**config.mk**
```make
export PLATFORM = sky130hd
export DESIGN_NAME = plids_cell
export DESIGN_NICKNAME = d
export VERILOG_FILES = /design/src/design/plids_pkg.sv /design/src/design/plids_cell.sv
export SDC_FILE = /design/constraint.sdc
export NUM_CORES = 1
export LEC_CHECK = 0
export ABC_AREA = 1
export CELL_PAD_IN_SITES_DETAIL_PLACEMENT = 1
export CELL_PAD_IN_SITES_GLOBAL_PLACEMENT = 1
export CORE_MARGIN = 2
export CORE_UTILIZATION = 40
export CTS_CLUSTER_SIZE = 12
export DETAILED_ROUTE_END_ITERATION = 8
export DONT_BUFFER_PORTS = 1
export GPL_TIMING_DRIVEN = 0
export PLACE_DENSITY = 0.82
export SLEW_MARGIN = 20
export SYNTH_ARGS = -nofsm -noshare
export SYNTH_HDL_FRONTEND = slang
export SYNTH_SLANG_ARGS = --single-unit
export TNS_END_PERCENT = 1
```
**constraint.sdc**
```tcl
create_clock -name clk -period 1.7 [get_ports clk]
set_input_delay 0.34 -clock clk [delete_from_list [all_inputs] [get_ports clk]]
set_output_delay 0.34 -clock clk [all_outputs]
set_load 0.01 [all_outputs]
```
**src/design/plids_pkg.sv**
```systemverilog
`default_nettype none

package plids_pkg;

    localparam logic [1:0] FN_INSERT = 2'd0;
    localparam logic [1:0] FN_DELETE = 2'd1;
    localparam logic [1:0] FN_SEARCH = 2'd2;
    localparam logic [1:0] FN_CLEAR  = 2'd3;

    localparam logic [1:0] ST_OK     = 2'd0;
    localparam logic [1:0] ST_BADPOS = 2'd1;
    localparam logic [1:0] ST_FULL   = 2'd2;

    typedef struct packed {
        logic [1:0]         func;
        logic [7:0]         position;
        logic signed [31:0] value;
    } req_word_t;

    typedef struct packed {
        logic [1:0]         status;
        logic signed [31:0] removed_value;
        logic [7:0]         found_index;
        logic [7:0]         list_length;
    } rsp_word_t;

    // Broadcast to every cell of the row.
    typedef struct packed {
        logic        we;
        logic        ins;
        logic        find;
        logic [7:0]  pos0;
        logic [31:0] value;
    } cell_ctl_t;

endpackage

`default_nettype wire

```
**src/design/plids_cell.sv**
```systemverilog
`default_nettype none

module plids_cell
    import plids_pkg::*;
#(
    parameter int IDX = 0,
    parameter int CW  = 8,
    parameter int KW  = 8
)
(
    input  wire logic          clk,
    input  wire logic          rst_n,
    input  wire cell_ctl_t     ctl,
    input  wire logic [CW-1:0] count,
    input  wire logic [31:0]   left,
    input  wire logic [31:0]   right,
    output logic [31:0]        entry,
    output logic               hit
);

    logic [31:0] entry_reg;
    logic [31:0] entry_next;
    logic        hit_reg;
    logic        hit_next;
    logic [KW-1:0] my_idx;
    logic [KW-1:0] pos_k;

    always_comb
    begin
        my_idx     = KW'(IDX);
        pos_k      = KW'(ctl.pos0);
        entry_next = entry_reg;
        if (ctl.we)
        begin
            if (ctl.ins)
            begin
                if (my_idx == pos_k)
                begin
                    entry_next = ctl.value;
                end
                else if (my_idx > pos_k)
                begin
                    entry_next = left;
                end
            end
            else if (my_idx >= pos_k)
            begin
                entry_next = right;
            end
        end
        // Search flags a live match; every other function flags the selected slot.
        if (ctl.find)
        begin
            hit_next = (my_idx < KW'(count)) && (entry_reg == ctl.value);
        end
        else
        begin
            hit_next = (my_idx == pos_k);
        end
    end

    always_ff @(posedge clk)
    begin
        entry_reg <= entry_next;
    end

    always_ff @(posedge clk or negedge rst_n)
    begin
        if (!rst_n)
        begin
            hit_reg <= 1'b0;
        end
        else
        begin
            hit_reg <= hit_next;
        end
    end

    assign entry = entry_reg;
    assign hit   = hit_reg;

endmodule

`default_nettype wire

```
* Word-level counts from Yosys, hierarchy flattened
Cells that the tools add are included.
** Cells by class
- $lt $le $gt $ge :: 3
- Equality and inequality tests :: 2
- Mux-type cells :: 5
- Reductions and logical operators :: 4
** Operator list (number)
- $mux W32 :: 4
- $eq A32 B32 Y1 :: 1
- $ge A1 B8 Y1 const A :: 1
- $gt A1 B8 Y1 const A :: 1
- $logic_not A8 Y1 :: 1
- $lt A1 B8 Y1 const A :: 1
- $ne A3 B1 Y1 const B :: 1
- $reduce_and A3 Y1 :: 1
- $reduce_bool A2 Y1 :: 1
- $logic_and A1 B1 Y1 :: 1
- $mux W1 :: 1
** Word-level totals
- Bits in registers :: 33
- Input bits :: 117
- Output and inout bits :: 33
- Word-level logic and storage cells :: 16

* Longest topological paths before layout
Gate-level depths: netlist of the first run.
- Word-level depth :: 4
- Gate-level depth with buffers :: 10
- Depth with buffers taken out :: 10

* Least setup slack after synthesis of the first run
OpenSTA, ideal clock, no wires.
- Path kind :: input -> register
- Start :: in ctl[33] (netlist bit)
- End :: reg entry_reg[0], in the netlist entry[0] (enable)
- Setup time :: 0.421 ns
- Data arrival time :: 2.205 ns
- Required time :: 1.279 ns
- Path slack :: -0.926 ns
- Stages :: 4
- Buffers on the path :: 1
- Path through :: nor2_1 -> nand4_4 -> buf_2 -> nor2_1
** Between the ends
- Cells in the longest elaborated chain, start to end :: 3
- Elaborated cells between the ends (all ways) :: 6
- Those cells by class :: 2 x order compare; 1 x eq/ne; 3 x reduce/logical
** RTL lines
- from (decl) :: RTL line plids_cell.sv:13 : input wire cell_ctl_t ctl,
- $gt A1 B8 Y1 (tied with other cells) :: RTL line plids_cell.sv:41 : else if (my_idx > pos_k)
- $ne A3 B1 Y1 (no line) / $reduce_bool A2 Y1 (equally long branches)
- $reduce_and A3 Y1 (no line) (*)
- to (signal assigned) :: RTL line plids_cell.sv:64 : entry_reg <= entry_next;
- to (decl) :: RTL line plids_cell.sv:21 : logic [31:0] entry_reg;
Mark *: on every way between the ends. The rest lies on a longest branch, timed or not.
A chain may end at the register's enable or synchronous reset.

* Worst setup path in the final report of the first run
- Start :: in ctl[37] (netlist bit)
- End :: reg entry_reg[2], in the netlist entry[2] (enable)
The elaborated chain is that of the path after synthesis.

==> results.ini, run 1 <==
[routing]
drt_wl_total_um=6846
drc_errors=0
via_per_inst=5.217
antenna_left=0
firstDrtPassIters=3
drt-initial-drc-count=91
vias=2165
wl_per_cell_um=16.50

[floorplanning]
die_y_um=80.11
initial_utilization_pct=41.82
core-area_sq_um=5540
fp.dieW_um=80.11
row_count=27
die_area_sq_um=6418
ioPinCount=150

[sta]
setup_violations=0
worst_slew_pin_slew_ns=0.5430
holdWs_ns=0.2425
hold_viol=0
final-max-slew-violation-count=0
clock_skew_ns=0.002808
relSlewSlack_pct=63.80
fmax_mhz=733.3
fin_ws_ns=0.3363
period_share_pct=80.22
fin_setup_tns_ns=0
rsz0062_at_grt=no
layout_min_cycle_time_ns=1.364

[layout]
largest_reg_flops=32
diodes=0
n_fill_cell=719
drive_gt1_share_pct=6.122
area_growth_pct=8.963
fin_area_sq_um=2525
nets=459

[hold_path]
hold_class=primary input to flip-flop

[status]
status=complete, no violations

[setup_path]
crit_buf_inv=1
critPathSlowestCell=nor2_4
path_cells=nor2_2 > nand4_4 > buf_6 > nor2_4
worstSetupPathType=primary input to flip-flop
crit_required_ns=1.62
arrival_ns=1.28
cp-start-kind=primary input
worst_setup_path_end_kind=flip-flop
slowest_delay_ns=0.42
path_max_fanout=16
cp_top_family=simple AND/OR/NAND/NOR gates

[power_and_ir_drop]
clock_power_share_pct=34.5
pwr-share-comb_pct=10.9
vdd_drop_max_v=0.0003831
p_sw_mw=0.3855
internal-power_mw=1.268
power.total_mw=1.654
sw_frac_of_total_pct=23.31
p_per_area_nw_per_um2=654.9
p_leak_nw=1.142
seqPwrFrac_pct=54.5

[clock_tree]
cts_buffers=5
path_clk_slew_ns=0.07
clock-root-buffer=clkbuf_8
clkLatencyLatePin_ns=0.28
clock_sinks=33
cts_setup_buffers=0
clock_path_buffers=2
h-tree-depth=2
cts_tree=done

[yosys]
yosysUniqueCellTypes=20
synth_top_family_by_area=simple AND/OR/NAND/NOR gates
syn_avg_cell_area_sq_um=6.959
synth-compound-area-share_pct=9.341
yosys_register_bits=33
netlist_instances=333
synthXorXnorAreaFrac_pct=3.780
synth-simple-area-share_pct=33.32
synth_warnings=0
synthAdderAreaFrac_pct=0
synth.area.top_cells=edfxtp_1 (41%), nand2_1 (21%), a31oi_1 (8.6%)
synth_fp_nets=450
syn_area_sq_um=2317
yosysTopAreaCellShare_pct=41.47
yosysSeqAreaShare_pct=42.55
yosysTopAreaCell=edfxtp_1
muxShareOfSynthArea_pct=0

[run]
timing.max_cap.violations=0

[global_routing]
grt_pass1_vias=2270
grt_max_degree=17
grt_overflow=0
grt_pass1_wl_um=10770
antenna_found_initial=0
grt_use_total_pct=21.77

[placement]
dpl.hpwl_um=5366
dpl_cell_area_sq_um=2424
dp_slack_ns=-0.3387
port_buffers=0
place.gp.congestion=0.7455

[repair_timing]
item / CTS / global route
gates cloned: 1 / 0
endpoints found under the setup margin: 32 / 16
hold buffers: 1 / 0
resized for setup: 0 / 1
pin swaps: 1 / 0
endpoints found under the hold margin: 1 / 0
[power by group through the flow]
stage          registers (mW)  logic (mW)  clock network, mW
4_1_cts                 0.901       0.184              0.598
3_5_place_dp            0.919       0.180                  0
6_report                0.902       0.181              0.571
2_1_floorplan           0.919       0.144                  0
5_1_grt                 0.901       0.211              0.633
3_3_place_gp            0.919       0.170                  0
[area by class of cell]
class                      count  area [sq um]  share of cell area (%)
tap                           72         90.09                   3.568
inverter                      48         181.4                   7.185
buffer                        13         80.08                   3.171
sequential                    33         985.9                   39.05
multi-input combinational    240          1097                   43.46
timing repair buffer           1         10.01                  0.3964
clock buffer                   8         80.08                   3.171
[synth_stat cells, drive strengths merged]
cell      n
edfxtp   32
clkbuf    7
nand3     3
a31oi    32
xnor2     8
nand2   131
clkinv    1
nor2     53
dfrtp     1
or2       3
inv      47
o21ai     2
buf       6
xor2      2
nand4     4
o22ai     1
[metal layers]
layer	GRT usage (%)	wire length (um)
met3	6.854	607
met1	25.59	2773
met2	38.83	3425
met5	0	0
met4	4.576	39
[placed cells by master (no fill, tap or decap), types with 2 or more instances in the layout]
| cell type | count |
|---|---|
| inv_1 | 47 |
| edfxtp_1 | 32 |
| buf_6 | 4 |
| nor2_4 | 2 |
| or2_2 | 3 |
| nand4_1 | 3 |
| nand3_1 | 3 |
| a31oi_1 | 32 |
| nor2_1 | 48 |
| clkbuf_1 | 10 |
| nor2_2 | 4 |
| xor2_1 | 2 |
| xnor2_1 | 8 |
| o21ai_0 | 2 |
| clkbuf_8 | 5 |
| nand2_1 | 131 |
[stage by stage]
step,cells,utilization [%]
6_report,415,45.57
2_1_floorplan,333,-
3_5_place_dp,405,43.74
5_1_grt,415,45.57
3_3_place_gp,405,43.74
4_1_cts,415,45.48
[cell families after synthesis]
family | after synthesis
AOI/OAI and AO/OA | 35
buffers and inverters | 61
DFF | 33
xor gates and xnor gates | 10
and+or+nand+nor | 194
[worst reg2reg max path, delay by kind of cell, from the launching register on]
family | cells | cell delay (ns)
DFF | 1 | 0.46
buffers and inverters | 1 | 0.04
and+or+nand+nor | 8 | 0.69
[worst paths after layout]
check                                    start  slack, ns            endpoint  cells past startpoint
setup / recovery                       ctl[37]       0.34  entry[2]$_DFFE_PP_                      4
hold / removal                         ctl[40]       0.24       hit$_DFF_PN0_                      2
setup reg to reg           entry[17]$_DFFE_PP_       0.44       hit$_DFF_PN0_                      9
hold reg to reg             entry[2]$_DFFE_PP_       0.82       hit$_DFF_PN0_                      5
max in group asynchronous                rst_n       1.34       hit$_DFF_PN0_                      1
min in group asynchronous                rst_n       0.26       hit$_DFF_PN0_                      1
Power figures use the tool's default switching activity.
==> run 2, diff against run 1 <==
--- a/config.mk
+++ b/config.mk
@@ -9,12 +9,12 @@
 export CELL_PAD_IN_SITES_DETAIL_PLACEMENT = 1
 export CELL_PAD_IN_SITES_GLOBAL_PLACEMENT = 1
 export CORE_MARGIN = 2
-export CORE_UTILIZATION = 40
+export CORE_UTILIZATION = 38
 export CTS_CLUSTER_SIZE = 12
 export DETAILED_ROUTE_END_ITERATION = 8
 export DONT_BUFFER_PORTS = 1
 export GPL_TIMING_DRIVEN = 0
-export PLACE_DENSITY = 0.82
+export PLACE_DENSITY = 0.81
 export SLEW_MARGIN = 20
 export SYNTH_ARGS = -nofsm -noshare
 export SYNTH_HDL_FRONTEND = slang
==> constraint.sdc (replaced) <==
create_clock -name clk -period 1.2 [get_ports clk]
set_input_delay 0.24 -clock clk [delete_from_list [all_inputs] [get_ports clk]]
set_output_delay 0.24 -clock clk [all_outputs]
set_load 0.01 [all_outputs]
==> run 2 against run 1 <==
The run now ends with negative setup slack left; clock power up 41%; flip-flop and latch count unchanged; worst setup slack worse by 0.44 ns; combinational power up 45%; critical endpoint is now hit$_DFF_PN0_; global-route usage down 1.7 points.
==> results.ini, run 2 (synthesized netlist as in run 1, its figures left out) <==
[status]
status=finished with violations  ; was complete, no violations
violations=negative setup slack

[floorplanning]
die_area_sq_um=6739  ; was 6418 sq um
die_y_um=82.09  ; was 80.11 um
ioPinCount=150  ; unchanged
core-area_sq_um=5921  ; was 5540 sq um
fp.dieW_um=82.09  ; was 80.11 um
initial_utilization_pct=39.14  ; was 41.82%
row_count=28  ; was 27

[sta]
hold_viol=0  ; unchanged
relSlewSlack_pct=63.85  ; was 63.80%
layout_min_cycle_time_ns=1.305
fin_ws_ns=-0.1054  ; was 0.3363 ns
fin_setup_tns_ns=-1.127  ; was 0 ns
worst_slew_pin_slew_ns=0.5410  ; was 0.5430 ns
rsz0062_at_grt=yes  ; was no
clock_skew_ns=0.004679  ; was 0.002808 ns
setup_violations=33  ; was 0
fmax_mhz=766.0
final-max-slew-violation-count=0  ; unchanged
period_share_pct=108.8

[hold_path]
hold_class=primary input to flip-flop  ; unchanged
min_to=hit$_DFF_PN0_  ; unchanged
hold_depth=2  ; unchanged
hold_path_startpoint=ctl[40]  ; unchanged

[clock_tree]
path_clk_slew_ns=0.07  ; about the same
clkLatencyLatePin_ns=0.28  ; about the same
cts_buffers=5  ; unchanged
cts_tree=done  ; unchanged
clock_sinks=33  ; unchanged
clock-root-buffer=clkbuf_8  ; unchanged
cts_setup_buffers=0  ; unchanged
h-tree-depth=2  ; unchanged
clock_path_buffers=2  ; unchanged

[placement]
dp_slack_ns=-0.7266  ; was -0.3387 ns
port_buffers=0  ; unchanged
dpl.hpwl_um=5319  ; was 5366 um
place.gp.congestion=0.7544  ; was 0.7455

[global_routing]
grt_max_degree=17  ; unchanged
grt_pass1_vias=2105  ; was 2270
grt_use_total_pct=20.09  ; was 21.77%
antenna_found_initial=0  ; unchanged
grt_pass1_wl_um=9929  ; was 10770 um
grt_overflow=0  ; unchanged

[routing]
via_per_inst=5.230  ; was 5.217
antenna_left=0  ; unchanged
drt-initial-drc-count=56  ; was 91
highest_layer=met4  ; unchanged
firstDrtPassIters=4  ; was 3
wl_per_cell_um=16.46  ; was 16.50 um
wl_met2_um=3329  ; was 3425 um
met1_length_um=2756  ; was 2773 um
drt_wl_total_um=6863  ; was 6846 um
dr_wl_met3_um=685  ; was 607 um
drc_errors=0  ; unchanged
vias=2181  ; was 2165

[setup_path]
path_cells=xnor2_2 > nand2_1 > nor2_2 > nand2_1 > nor2_1 > nand3_1 > nand2_1  ; was nor2_2 > nand4_4 > buf_6 > nor2_4
cp_common_cell=nand2_1
worst_setup_path_end_kind=flip-flop  ; unchanged
path_max_fanout=2  ; was 16
crit_required_ns=1.42  ; was 1.62 ns
worstSetupPathType=flip-flop to flip-flop  ; was primary input to flip-flop
critPathSlowestCell=edfxtp_1  ; was nor2_4
r2r_end=hit$_DFF_PN0_  ; unchanged
r2r-start=entry[16]$_DFFE_PP_  ; was entry[17]$_DFFE_PP_
crit_buf_inv=0  ; was 1
cp-start-kind=flip-flop  ; was primary input
r2r_cells=7  ; was 9
r2r_slack_ns=-0.11  ; was 0.44 ns
arrival_ns=1.52  ; was 1.28 ns
slowest_delay_ns=0.47  ; was 0.42 ns
cp_top_family=simple AND/OR/NAND/NOR gates  ; unchanged

[layout]
area_growth_pct=10.69  ; was 8.963%
diodes=0  ; unchanged
n_fill_cell=779  ; was 719
drive_gt1_share_pct=7.895  ; was 6.122%
finish.utilization_pct=43.32  ; was 45.57%
final_common_cell=nand2_1  ; unchanged
largest_reg_flops=32  ; unchanged
mostFrequentLayoutCells=nand2_1 (129), inv_1 (47), nor2_1 (45)  ; was nand2_1 (131), nor2_1 (48), inv_1 (47)
nets=459  ; unchanged

[power_and_ir_drop]
vdd_drop_max_v=0.0004408  ; was 0.0003831 V
p_leak_nw=1.151  ; was 1.142 nW
p_per_area_nw_per_um2=913.9  ; was 654.9 nW/um^2

[run]
timing.max_cap.violations=0  ; unchanged

## run 2: stage by stage
stage | cells | instance area [sq um] | total power, mW | hold slack, ns
after detailed placement | 408 | 2447 | 1.561 | -0.05556
final | 417 | 2565 | 2.344 | 0.1462
after global placement | 408 | 2447 | 1.547 | -0.05555
after global routing | 417 | 2565 | 2.445 | 0.1341
after floorplan | 333 | 2354 | 1.508 | -0.05559
after CTS | 417 | 2555 | 2.362 | 0.1329
## run 2: routing by layer
metal	vias up	track usage [%]
li1	1070	-
met1	1005	23.93
met2	99	34.39
met3	7	6.522
met4	0	6.333
met5	-	0
## run 2: layout make-up
| class | count | area, sq um | area share (%) |
|---|---|---|---|
| plain buffers | 13 | 80.08 | 3.122 |
| clock buffers | 6 | 72.57 | 2.829 |
| clock inverters | 1 | 3.754 | 0.1463 |
| inverters | 48 | 181.4 | 7.073 |
| multi-input cells | 240 | 1137 | 44.34 |
| flip-flops and latches | 33 | 985.9 | 38.44 |
| well taps | 75 | 93.84 | 3.659 |
| repair buffers | 1 | 10.01 | 0.3902 |
## run 2: worst max-delay path by stage
stage,start,cells after the start,end
after floorplan,ctl[33],4,entry[0]$_DFFE_PP_
after global placement,ctl[33],4,entry[9]$_DFFE_PP_
after CTS,entry[16]$_DFFE_PP_,7,hit$_DFF_PN0_
after detailed placement,ctl[33],4,entry[6]$_DFFE_PP_
final,entry[16]$_DFFE_PP_,7,hit$_DFF_PN0_
after global routing,entry[18]$_DFFE_PP_,7,hit$_DFF_PN0_
## run 2: power breakdown
part | switching, mW | leakage (nW) | internal [mW]
sequential | 0.00305 | 0.312 | 1.27
combinational | 0.148 | 0.800 | 0.115
clock | 0.412 | 0.0387 | 0.391
total | 0.564 | 1.15 | 1.78
## run 2: what timing repair did
item	in CTS	in global routing
pin swaps	1	4
endpoints found under the hold margin	1	0
hold buffers	1	0
resized for setup	3	4
setup endpoints to repair	33	33
cloned	1	0
